[config.mk]
export PLATFORM = sky130hd
export DESIGN_NAME = hsv_to_rgb_pixel_unit
export DESIGN_NICKNAME = d
export VERILOG_FILES = /design/src/rtl/core/hsvrgb_pkg.sv /design/src/rtl/core/hsv_to_rgb_pixel_unit.sv
export SDC_FILE = /design/constraint.sdc
export NUM_CORES = 1
export LEC_CHECK = 0
export BUFFER_PORTS_ARGS = -buffer_cell sky130_fd_sc_hd__buf_4
export CAP_MARGIN = 20
export CORE_ASPECT_RATIO = 1.1
export CORE_MARGIN = 4
export CORE_UTILIZATION = 60
export CTS_CLUSTER_SIZE = 25
export DETAILED_ROUTE_END_ITERATION = 16
export PLACE_DENSITY = 0.77
export SETUP_SLACK_MARGIN = 0.3
export SLEW_MARGIN = 20
export SYNTH_ARGS = -nofsm -noshare
export SYNTH_HDL_FRONTEND = slang
export SYNTH_SLANG_ARGS = --single-unit
[constraint.sdc]
create_clock -name clk -period 17.6 [get_ports clk]
set_input_delay 0.88 -clock clk [delete_from_list [all_inputs] [get_ports clk]]
set_output_delay 0.88 -clock clk [all_outputs]
set_load 0.02 [all_outputs]
[src/rtl/core/hsvrgb_pkg.sv]
`timescale 1ns / 1ps

package hsvrgb_pkg;

  localparam int HUE_W  = 13;
  localparam int SV_W   = 9;
  localparam int BRI_W  = 5;
  localparam int CH_W   = 8;
  localparam int F_W    = 10;
  localparam int PROD_W = 17;
  localparam int NUM_W  = 27;
  localparam int SCALE_W = NUM_W + 5;
  localparam int CHAN_SHIFT = 22;

  localparam logic [HUE_W-1:0] HUE_LIMIT    = 13'd5760;
  localparam logic [F_W-1:0]   SECTOR_UNITS = 10'd960;
  localparam logic [SV_W-1:0]  UNIT_SV      = 9'd256;
  localparam logic [4:0]       CHAN_MULT    = 5'd17;
  localparam logic [CH_W-1:0]  CH_MAX       = 8'hFF;

  typedef enum logic [2:0] {
    SEC_RY = 3'd0,
    SEC_YG = 3'd1,
    SEC_GC = 3'd2,
    SEC_CB = 3'd3,
    SEC_BM = 3'd4,
    SEC_MR = 3'd5
  } sector_t;

  function automatic logic [HUE_W-1:0] sector_base(input sector_t sec);
    logic [HUE_W-1:0] base;
    case (sec)
      SEC_RY:  base = 13'd0;
      SEC_YG:  base = 13'd960;
      SEC_GC:  base = 13'd1920;
      SEC_CB:  base = 13'd2880;
      SEC_BM:  base = 13'd3840;
      SEC_MR:  base = 13'd4800;
      default: base = 13'd0;
    endcase
    return base;
  endfunction

  // numerator is over 2^16 * 960; times 255 over that is times 17 over 2^22
  function automatic logic [CH_W-1:0] to_channel(input logic [NUM_W-1:0] num);
    logic [SCALE_W-1:0]            scaled;
    logic [SCALE_W-CHAN_SHIFT-1:0] chan;
    scaled = SCALE_W'(num) * SCALE_W'(CHAN_MULT);
    chan   = scaled[SCALE_W-1:CHAN_SHIFT];
    return (|chan[SCALE_W-CHAN_SHIFT-1:CH_W]) ? CH_MAX : chan[CH_W-1:0];
  endfunction

endpackage

[src/rtl/core/hsv_to_rgb_pixel_unit.sv]
`timescale 1ns / 1ps

// HSV to RGB pixel converter. Hue is in 1/16 degree (0..5759; 5760 and up
// drops the colour part and leaves only the grey level v*(1-s)), saturation
// and value are n/256 and clamp at 256. Each channel is
// floor((channel'+m)*255), and brightness is carried through to
// brightness_out. Five register stages (sector split, s*v, the hue
// product, channel select, scale by 255) lie between an accepted input
// word and out_valid; one word is accepted in every clock while in_stall
// is low, and out_stall holds the whole pipeline, so in_stall follows it
// in the same cycle while the output register is full.
module hsv_to_rgb_pixel_unit
  import hsvrgb_pkg::*;
(
  input  logic             clk,
  input  logic             rst,
  input  logic             in_valid,
  output logic             in_stall,
  input  logic [HUE_W-1:0] hue,
  input  logic [SV_W-1:0]  saturation,
  input  logic [SV_W-1:0]  value,
  input  logic [BRI_W-1:0] brightness,
  output logic             out_valid,
  input  logic             out_stall,
  output logic [CH_W-1:0]  red,
  output logic [CH_W-1:0]  green,
  output logic [CH_W-1:0]  blue,
  output logic [BRI_W-1:0] brightness_out
);

  logic en;

  logic             s1_valid;
  logic [SV_W-1:0]  s1_sat;
  logic [SV_W-1:0]  s1_val;
  sector_t          s1_sector;
  logic [F_W-1:0]   s1_f;
  logic             s1_in_range;
  logic [BRI_W-1:0] s1_bri;

  logic              s2_valid;
  logic [PROD_W-1:0] s2_sv;
  logic [F_W-1:0]    s2_g;
  logic [SV_W-1:0]   s2_val;
  sector_t           s2_sector;
  logic              s2_in_range;
  logic [BRI_W-1:0]  s2_bri;

  logic             s3_valid;
  logic [NUM_W-1:0] s3_xn;
  logic [NUM_W-1:0] s3_cn;
  logic [NUM_W-1:0] s3_vn;
  sector_t          s3_sector;
  logic             s3_in_range;
  logic [BRI_W-1:0] s3_bri;

  logic             s4_valid;
  logic [NUM_W-1:0] s4_red_num;
  logic [NUM_W-1:0] s4_green_num;
  logic [NUM_W-1:0] s4_blue_num;
  logic [BRI_W-1:0] s4_bri;

  logic [SV_W-1:0]  sat_clamp;
  logic [SV_W-1:0]  val_clamp;
  sector_t          sector_next;
  logic [HUE_W-1:0] f_full;
  logic [NUM_W-1:0] base_num;
  logic [NUM_W:0]   xs_sum;
  logic [NUM_W-1:0] xs_num;
  logic [NUM_W-1:0] red_next;
  logic [NUM_W-1:0] green_next;
  logic [NUM_W-1:0] blue_next;

  assign en       = !(out_valid && out_stall);
  assign in_stall = !en;

  always_comb begin
    sat_clamp = (saturation > UNIT_SV) ? UNIT_SV : saturation;
    val_clamp = (value > UNIT_SV) ? UNIT_SV : value;
    if (hue < sector_base(SEC_YG)) begin
      sector_next = SEC_RY;
    end else if (hue < sector_base(SEC_GC)) begin
      sector_next = SEC_YG;
    end else if (hue < sector_base(SEC_CB)) begin
      sector_next = SEC_GC;
    end else if (hue < sector_base(SEC_BM)) begin
      sector_next = SEC_CB;
    end else if (hue < sector_base(SEC_MR)) begin
      sector_next = SEC_BM;
    end else begin
      sector_next = SEC_MR;
    end
    f_full = hue - sector_base(sector_next);
  end

  always_comb begin
    base_num = s3_vn - s3_cn;
    xs_sum   = {1'b0, base_num} + {1'b0, s3_xn};
    xs_num   = xs_sum[NUM_W-1:0];
    case (s3_sector)
      SEC_RY: begin
        red_next = s3_vn;    green_next = xs_num;   blue_next = base_num;
      end
      SEC_YG: begin
        red_next = xs_num;   green_next = s3_vn;    blue_next = base_num;
      end
      SEC_GC: begin
        red_next = base_num; green_next = s3_vn;    blue_next = xs_num;
      end
      SEC_CB: begin
        red_next = base_num; green_next = xs_num;   blue_next = s3_vn;
      end
      SEC_BM: begin
        red_next = xs_num;   green_next = base_num; blue_next = s3_vn;
      end
      default: begin
        red_next = s3_vn;    green_next = base_num; blue_next = xs_num;
      end
    endcase
    if (!s3_in_range) begin
      red_next   = base_num;
      green_next = base_num;
      blue_next  = base_num;
    end
  end

  always_ff @(posedge clk) begin
    if (rst) begin
      s1_valid  <= 1'b0;
      s2_valid  <= 1'b0;
      s3_valid  <= 1'b0;
      s4_valid  <= 1'b0;
      out_valid <= 1'b0;
    end else if (en) begin
      s1_valid  <= in_valid;
      s2_valid  <= s1_valid;
      s3_valid  <= s2_valid;
      s4_valid  <= s3_valid;
      out_valid <= s4_valid;
    end
  end

  always_ff @(posedge clk) begin
    if (en) begin
      s1_sat      <= sat_clamp;
      s1_val      <= val_clamp;
      s1_sector   <= sector_next;
      s1_f        <= f_full[F_W-1:0];
      s1_in_range <= (hue < HUE_LIMIT);
      s1_bri      <= brightness;

      s2_sv       <= PROD_W'(s1_sat) * PROD_W'(s1_val);
      s2_g        <= s1_sector[0] ? (SECTOR_UNITS - s1_f) : s1_f;
      s2_val      <= s1_val;
      s2_sector   <= s1_sector;
      s2_in_range <= s1_in_range;
      s2_bri      <= s1_bri;

      s3_xn       <= NUM_W'(s2_sv) * NUM_W'(s2_g);
      s3_cn       <= NUM_W'(s2_sv) * NUM_W'(SECTOR_UNITS);
      s3_vn       <= NUM_W'({s2_val, 8'b0}) * NUM_W'(SECTOR_UNITS);
      s3_sector   <= s2_sector;
      s3_in_range <= s2_in_range;
      s3_bri      <= s2_bri;

      s4_red_num   <= red_next;
      s4_green_num <= green_next;
      s4_blue_num  <= blue_next;
      s4_bri       <= s3_bri;

      red            <= to_channel(s4_red_num);
      green          <= to_channel(s4_green_num);
      blue           <= to_channel(s4_blue_num);
      brightness_out <= s4_bri;
    end
  end

  a_stall_follows_output : assert property (@(posedge clk) disable iff (rst)
    in_stall == (out_valid && out_stall))
    else $error("in_stall does not follow the full, stalled output register");

  a_latency : assert property (@(posedge clk) disable iff (rst)
    (in_valid && !in_stall) ##1 !in_stall ##1 !in_stall ##1 !in_stall ##1 !in_stall
      |=> out_valid)
    else $error("accepted word did not reach the output after five cycles");

  a_hold_on_stall : assert property (@(posedge clk) disable iff (rst)
    !en |=> ($stable(s4_red_num) && $stable(s4_green_num) && $stable(s4_blue_num)
             && $stable(s4_valid) && $stable(s1_valid)))
    else $error("pipeline advanced while the output was stalled");

endmodule
# Word-level counts from Yosys, hierarchy flattened
# Index checks and enable logic that the tools add are counted.
[totals]
elab_cells = 83
ff_bits = 272
in_bits = 40
output_inout_bits = 31
[op_classes]
magnitude_cmp = 8
mul = 7
reduce_logical = 11
n_mux = 13
addsub = 4
eq_ne = 9
[op_table]
columns = ["operator", "count"]
rows = [
  ["$pmux W27 S2", 3],
  ["$mul A27 B5 Y32 const B", 3],
  ["$mux W27", 3],
  ["$pmux W10 S5", 1],
  ["$add A27 B27 Y27", 1],
  ["$mul A17 B10 Y27", 1],
  ["$sub A27 B27 Y27", 1],
  ["$lt A13 B12 Y1 const B", 2],
  ["$lt A13 B13 Y1 const B", 2],
  ["$mul A17 B4 Y21 const B", 1],
  ["$gt A9 B9 Y1 const B", 2],
  ["$reduce_or A2 Y1", 9],
  ["$mul A9 B9 Y17", 1],
  ["$lt A13 B10 Y1 const B", 1],
  ["$lt A13 B11 Y1 const B", 1],
  ["$mul A9 B4 Y13 const B", 1],
  ["$eq A3 B2 Y1 const B", 4],
  ["$mux W3", 4],
  ["$mux W10", 1],
  ["$sub A10 B10 Y10", 1],
  ["$sub A10 B10 Y10 const A", 1],
  ["$eq A3 B3 Y1 const B", 3],
  ["$eq A3 B1 Y1 const B", 2],
  ["$logic_not A3 Y1", 1],
  ["other kinds (2)", 2],
]

# Logic depth before layout (Yosys ltp)
# Gate-level depths: netlist of run 1.
[depth]
word_depth = 9
depth_mapped = 23

# Least setup slack after synthesis of run 1
# OpenSTA, ideal clock, no wires.
[synth_timing]
path_type = "input-to-output"
from = "input out_stall"
to = "output in_stall"
path_buffers = 0
arrival_time_ns = 8.060
path_slack_ns = 8.660
stages = 2
path_cell_list = "nand2_1 inv_1"
[synth_between]
elab_chain_cells = 1
[synth_rtl]
columns = ["item", "line_no", "source"]
rows = [
  ["from (decl)", "hsv_to_rgb_pixel_unit.sv:24", "input logic out_stall,"],
  ["$logic_and A1 B1 Y1", "hsv_to_rgb_pixel_unit.sv:74", "assign en = !(out_valid && out_stall);"],
  ["to (decl)", "hsv_to_rgb_pixel_unit.sv:18", "output logic in_stall,"],
]
# No other way between the ends.

# Worst setup path after layout of run 1
[layout_timing]
from = "register s2_g[9]"
to = "register s3_xn[26] (data pin)"
[layout_between]
elab_chain_cells = 1
[layout_rtl]
columns = ["item", "line_no", "source"]
rows = [
  ["from (decl)", "hsv_to_rgb_pixel_unit.sv:43", "logic [F_W-1:0] s2_g;"],
  ["from (signal assigned)", "hsv_to_rgb_pixel_unit.sv:153", "s2_g <= s1_sector[0] ? (SECTOR_UNITS - s1_f) : s1_f;"],
  ["$mul A17 B10 Y27", "hsv_to_rgb_pixel_unit.sv:159", "s3_xn <= NUM_W'(s2_sv) * NUM_W'(s2_g);"],
  ["to (signal assigned)", "hsv_to_rgb_pixel_unit.sv:159", ""],
  ["to (decl)", "hsv_to_rgb_pixel_unit.sv:50", "logic [NUM_W-1:0] s3_xn;"],
]
# No other way between the ends.
# A chain may end at the register's enable or synchronous reset.

==> metrics.log, run 1 <==
INFO  metric grt_overflow = 0
INFO  metric htree_num_levels = 1
INFO  metric required = between 15 and 20 ns
INFO  metric per_cell_via_count_in_the_routed_design = 5.86
INFO  metric number_of_warnings_printed_during_yosys_synthesis = 0
INFO  metric drc_errors = 0
INFO  metric drt_first_pass_iters = 6
INFO  metric yosys_most_used_dff = edfxtp_1
INFO  metric cts_made_buffers = 30
INFO  metric drt-met1-wl = 21400 um
INFO  metric max_fclk = 160 MHz
INFO  metric average_cell_area_after_synthesis = 10.7 um2
INFO  metric wl_met3 = 2380 um
INFO  metric fp.dieW = 200 um
INFO  metric crit_path_max_fanout = 17
INFO  metric finalHoldViolCount = 0
INFO  metric seq_area_frac_synth = 0.333
INFO  metric antennaDiodeCount = 0
INFO  metric cts.path.max_buffers = 3
INFO  metric synth.cell_area = 24400 um2
INFO  metric grt_pass1_wl = 88100 um
INFO  metric buffer_ports.inserted = 70
INFO  metric run_status = finished clean
INFO  metric cts_num_sinks = 272
INFO  metric worstSetupEndpointType = register
INFO  metric chipHeight = 219 um
INFO  metric measured_slew_at_the_worst_slew_check_pin = 1.08 ns
INFO  metric met2WireLength = roughly 27000 um
INFO  metric fin_setup_tns = 0 ns
INFO  metric std_cell_rows = 77
INFO  metric reg2reg_setup_slack = 11.35 ns
INFO  metric asyncSetResetFlopFracSynth = 0
INFO  metric placed_cells_incl_taps = 2794
INFO  metric instances_no_fill = 2849
INFO  metric post_route_wl = 52800 um
INFO  metric ioPinCount = 71
INFO  metric cts_resized = 0
INFO  metric unrepaired_setup_endpoints_after_global_routing = no
INFO  metric core_region_area = 40200 um2
INFO  metric setup.worst_path.class = register to register
INFO  metric crit_path_start_kind = register
INFO  metric drt_iter0_drc = about 1000
INFO  metric track_usage = 0.245
INFO  metric period_utilization_post_route = 0.355
INFO  metric final_common_cell = ha_1
INFO  metric grt_antenna_before_repair = 0
INFO  metric clk_pin_slew = 0.06 ns
INFO  metric synth_cell_types = slightly above 80
INFO  metric holdCritPathClass = register to register
INFO  metric final_cell_mix = ha_1 (307), edfxtp_1 (267), inv_1 (252)
INFO  metric drive_above_1_share = 0.0668
INFO  metric area.growth.synth_to_final = 8.25%
INFO  metric root_buffer = clkbuf_16
INFO  metric cts_setup_buffers = 0
INFO  metric die_outline_area = around 44000 um2
INFO  metric drtAntennaViolNets = 0
INFO  metric initial_utilization = 0.607
INFO  metric synth_enable_flop_cells = 267
INFO  metric via_count = 16700
INFO  metric topRoutingLayerUsed = met4
INFO  metric tritoncts = yes
INFO  metric hpwl = 41800 um
INFO  metric worst-endpoint-arrival = 6.55 ns
INFO  metric synth_seq_cells = 272
INFO  metric skew = 0.0133 ns
INFO  metric setup_viol = 0
INFO  metric synthesized_instance_count = 2272
INFO  metric finalCriticalPeriod = about 6.2 ns
INFO  metric grt_start_max_net_pins = 160
INFO  metric number_of_global_route_vias_before_repair = 17400
INFO  metric clkLatencyLatePin = 0.57 ns
INFO  metric synth.net_count = 2834
INFO  metric cap_viol_max_count = 0
INFO  metric holdBufCountCts = 0
INFO  metric final_nets = 2875
INFO  metric wire_per_inst = approximately 19 um
INFO  metric relSlewSlack = 0.275
INFO  metric maxSlewViolCount = 0
INFO  metric place_congestion = roughly 0.90
==> Yosys cell counts (4+ instances only) <==
| cell | instances | share of area |
|---|---|---|
| ha_1 | 307 | 0.16 |
| edfxtp_1 | 267 | 0.33 |
| inv_1 | 252 | 0.039 |
| nand2_1 | 241 | 0.037 |
| fa_1 | 215 | 0.18 |
| and2_1 | 133 | 0.034 |
| a21oi_1 | 96 | 0.020 |
| nor2_1 | 96 | 0.015 |
| xnor2_1 | 82 | 0.029 |
| o21ai_0 | 67 | 0.014 |
| clkbuf_1 | 66 | 0.010 |
| a21o_1 | 41 | 0.013 |
| xor2_1 | 40 | 0.014 |
| nand3_1 | 30 | 0.0062 |
| nor3_1 | 30 | 0.0062 |
| nor2b_1 | 26 | 0.0067 |
| a31oi_1 | 21 | 0.0054 |
| and3_1 | 21 | 0.0054 |
| nand2b_1 | 20 | 0.0051 |
| o22ai_1 | 20 | 0.0051 |
| o21a_1 | 15 | 0.0046 |
| o21bai_1 | 14 | 0.0043 |
| or3_1 | 12 | 0.0031 |
| nand4_1 | 11 | 0.0028 |
| a22oi_1 | 8 | 0.0025 |
| o2111ai_1 | 7 | 0.0025 |
| o31ai_1 | 7 | 0.0022 |
| a211o_1 | 6 | 0.0022 |
| a222oi_1 | 6 | 0.0025 |
| o211ai_1 | 6 | 0.0018 |
| or2_2 | 6 | 0.0015 |
| a211oi_1 | 5 | 0.0015 |
| a22o_1 | 5 | 0.0018 |
| a41o_1 | 5 | 0.0021 |
| dfxtp_1 | 5 | 0.0041 |
| o21ai_1 | 5 | 0.0010 |
| mux2i_1 | 4 | 0.0016 |
==> sequential cells by signal (all words and copies together) (netlist names), 5 cells and up <==
name            count
s2_val              9
s1_sat              9
s3_cn              21
s4_red_num         27
green               8
s4_bri              5
s2_g               10
blue                8
s3_xn              27
s1_val              9
s1_f               10
red                 8
s1_bri              5
s4_blue_num        27
s4_green_num       27
s3_vn              13
s2_bri              5
brightness_out      5
s3_bri              5
s2_sv              17
==> path summary, 6_finish.rpt <==
check / startpoint / endpoint / cells after the start
setup / recovery: s2_g[9] / s3_xn[26] / 18
setup reg to reg: s2_g[9] / s3_xn[26] / 18
hold reg to reg: s1_sector[2] / s2_sector[2] / 0
hold / removal: s1_sector[2] / s2_sector[2] / 0
==> metrics by stage <==
stage | setup slack, ns | utilization | instance area [um2] | hold slack (ns)
floorplan | 8.66 | - | 24400 | 0.400
global placement | 11.54 | 0.632 | 25400 | 0.402
detailed placement | 11.38 | 0.632 | 25400 | 0.405
CTS | 11.37 | 0.657 | 26400 | 0.416
global route | 11.04 | 0.657 | 26400 | 0.424
finish | 11.35 | 0.657 | 26400 | 0.414
==> area by class of cell <==
type	instances	area [um2]
clock inverter	19	223
clock buffer	36	805
tap	513	642
inverter	252	946
multi-input combinational	1681	15100
sequential	272	8120
timing repair buffer	76	583
fill	3003	13800
==> worst max-delay path, stage by stage, from the launching register on <==
cell and delay [ns]:
edfxtp_1 0.72, nand2_1 0.16, fa_1 0.54, fa_1 0.54, inv_1 0.05, fa_1 0.50, fa_1 0.55, inv_1 0.06
fa_1 0.53, inv_1 0.04, ha_1 0.39, a21o_1 0.22, a21o_1 0.18, o31a_1 0.32, o21ai_0 0.25, a21oi_1 0.14
o31ai_1 0.45, mux2i_1 0.23, nand4_1 0.10
==> kinds of logic (layout without fill, tap and decap cells) <==
logic type,count (synthesis),in the layout,share of synthesized area
xor gates and xnor gates,122,122,0.0438
DFF,272,272,0.333
buffers and inverters,319,383,0.0491
and+or+nand+nor,644,644,0.129
AOI/OAI and AO/OA,385,385,0.108
muxes,7,7,0.00303
adders and majority gates,523,523,0.334
==> metal layers <==
layer,vias to the layer above,global-route usage
met5,-,0
met4,0,0.0730
met3,94,0.0283
met2,429,0.454
met1,8215,0.304
li1,7959,-
Power of run 1 is not shown: default switching activity piles up to over one toggle a cycle in this logic, so the estimate is an artifact.
==> run 2, diff against run 1 <==
==> constraint.sdc (replaced) <==
create_clock -name clk -period 6.5 [get_ports clk]
set_input_delay 0.325 -clock clk [delete_from_list [all_inputs] [get_ports clk]]
set_output_delay 0.325 -clock clk [all_outputs]
set_load 0.02 [all_outputs]
==> run 2 against run 1 <==
Against the previous run: via count rose by 1.8%; worst hold slack got worse by 0.37 ns; first-iteration DRC count rose by 3.8%; non-clock buffer count rose by 48; die area did not move; critical path depth did not move; register-to-register slack got worse by 11 ns; flip-flop and latch count did not move; critical path type unchanged.
==> metrics.log, run 2 (synthesized netlist as in run 1, its figures left out) <==
INFO  metric skew = 0.0171 ns
INFO  metric final_common_cell = ha_1
INFO  metric max_fclk = about 170 MHz
INFO  metric setup_viol = 0
INFO  metric root_buffer = clkbuf_16
INFO  metric hpwl = roughly 43000 um
INFO  metric tritoncts = yes
INFO  metric clk_pin_slew = around 0.070 ns
INFO  metric drc_errors = 0
INFO  metric per_cell_via_count_in_the_routed_design = 5.87
INFO  metric register_area = 8120 um2
INFO  metric fin_setup_tns = 0 ns
INFO  metric cts.path.max_buffers = 3
INFO  metric initial_utilization = 0.607
INFO  metric buffer_ports.inserted = 70
INFO  metric antennaDiodeCount = 0
INFO  metric crit_path_start_kind = register
INFO  metric worst-endpoint-arrival = 6.16 ns
INFO  metric drt_first_pass_iters = 6
INFO  metric multi_input_gate_area = 15100 um2
INFO  metric unrepaired_setup_endpoints_after_global_routing = no
INFO  metric grt_pass1_wl = 89400 um
INFO  metric holdCritPathClass = input pin to register
INFO  metric period_utilization_post_route = 0.901
INFO  metric wire_per_inst = 18.9 um
INFO  metric required = 6.81 ns
INFO  metric drt_iter0_drc = 1056
INFO  metric measured_slew_at_the_worst_slew_check_pin = 1.08 ns
INFO  metric worstSetupEndpointType = register
INFO  metric track_usage = 0.250
INFO  metric die_outline_area = 44000 um2
INFO  metric grt_start_max_net_pins = 141
INFO  metric fin_worst_hold_slack = 0.0477 ns
INFO  metric cts_made_buffers = 29
INFO  metric maxSlewViolCount = 0
INFO  metric relSlewSlack = 0.282
INFO  metric core_region_area = 40200 um2
INFO  metric cts_num_sinks = ~270
INFO  metric run_status = finished clean
INFO  metric drive_above_1_share = 0.0781
INFO  metric area.growth.synth_to_final = 9.62%
INFO  metric via_count = roughly 17000
INFO  metric final_nets = 2922
INFO  metric final_cell_mix = ha_1 (307), edfxtp_1 (267), inv_1 (252)
INFO  metric finalCriticalPeriod = 5.86 ns
INFO  metric place_congestion = 0.917
INFO  metric num-fill-cells = around 3000
INFO  metric std_cell_rows = 77
INFO  metric total_placed_instance_area = 25500 um2
INFO  metric drtAntennaViolNets = 0
INFO  metric number_of_global_route_vias_before_repair = 17500
INFO  metric grt_overflow = 0
INFO  metric layout.cell_area.non_filler = between 20000 and 30000 um2
INFO  metric chipHeight = 219 um
INFO  metric finalHoldViolCount = 0
INFO  metric fp.dieW = 200 um
INFO  metric htree_num_levels = 1
INFO  metric crit_path_max_fanout = 9
INFO  metric post_route_wl = 54800 um
INFO  metric clkLatencyLatePin = 0.56 ns
INFO  metric setup.worst_path.class = register to register
INFO  metric cap_viol_max_count = 0
INFO  metric grt_antenna_before_repair = 0
INFO  metric ioPinCount = 71
-- run 2: cell count changes in the layout (fill, tap and decap cells not counted), sizes merged --
| cell | delta |
|---|---|
| clkinvlp | -2 |
| inv | -3 |
| buf | +33 |
| clkinv | +8 |
| dlygate4sd3 | +15 |
| clkbuf | -5 |
-- run 2: final cells by class --
| type | count | share of cell area |
|---|---|---|
| multi-input cells | 1681 | 0.565 |
| flip-flops and latches | 272 | 0.304 |
| repair buffers | 124 | 0.0367 |
| inverters | 252 | 0.0354 |
| clock buffers | 31 | 0.0274 |
| well taps | 513 | 0.0240 |
| clock inverters | 22 | 0.00814 |
-- run 2: final timing paths --
path	from	endpoint	slack [ns]	depth (start not counted)
min reg2reg	s4_bri[0]	brightness_out[0]	0.42	0
max reg2reg	s2_sv[1]	s3_xn[26]	0.64	18
min	value[7]	s1_val[7]	0.05	2
max	s2_sv[1]	s3_xn[26]	0.64	18
-- run 2: worst max-delay path, cell delays in order (launching register included) --
cell      delay [ns]
edfxtp_1        0.55
nand2_1         0.12
fa_1            0.50
fa_1            0.54
inv_1           0.05
fa_1            0.51
fa_1            0.55
inv_1           0.06
fa_1            0.53
inv_1           0.04
ha_1            0.38
a21o_1          0.21
a21o_1          0.17
o31a_1          0.32
o21ai_0         0.23
a21oi_1         0.15
o31ai_2         0.36
mux2i_1         0.23
nand4_1         0.09
-- run 2: metal layers --
| metal | GRT usage | vias to the layer above | routed length (um) |
|---|---|---|---|
| met5 | 0 | - | 0 |
| met4 | 0.103 | 0 | 2440 |
| li1 | - | 8038 | - |
| met1 | 0.312 | 8384 | 22400 |
| met2 | 0.454 | 447 | 27800 |
| met3 | 0.0224 | 130 | 2200 |
-- run 2: what timing repair did --
action | in CTS | in global routing
endpoints found under the setup margin | 0 | 3
hold buffers | 15 | 0
setup buffers | 0 | 14
gates resized for setup | 0 | 1
endpoints found under the hold margin | 18 | 0
-- run 2: metrics by stage --
| step | setup WS, ns | std cells | util |
|---|---|---|---|
| 2_1_floorplan | 0.724 | 2272 | - |
| 3_3_place_gp | 0.533 | 2813 | 0.636 |
| 3_5_place_dp | 0.349 | 2813 | 0.636 |
| 4_1_cts | 0.349 | 2881 | 0.663 |
| 5_1_grt | 0.365 | 2895 | 0.666 |
| 6_report | 0.644 | 2895 | 0.666 |
Power of run 2 is left out for the same reason.
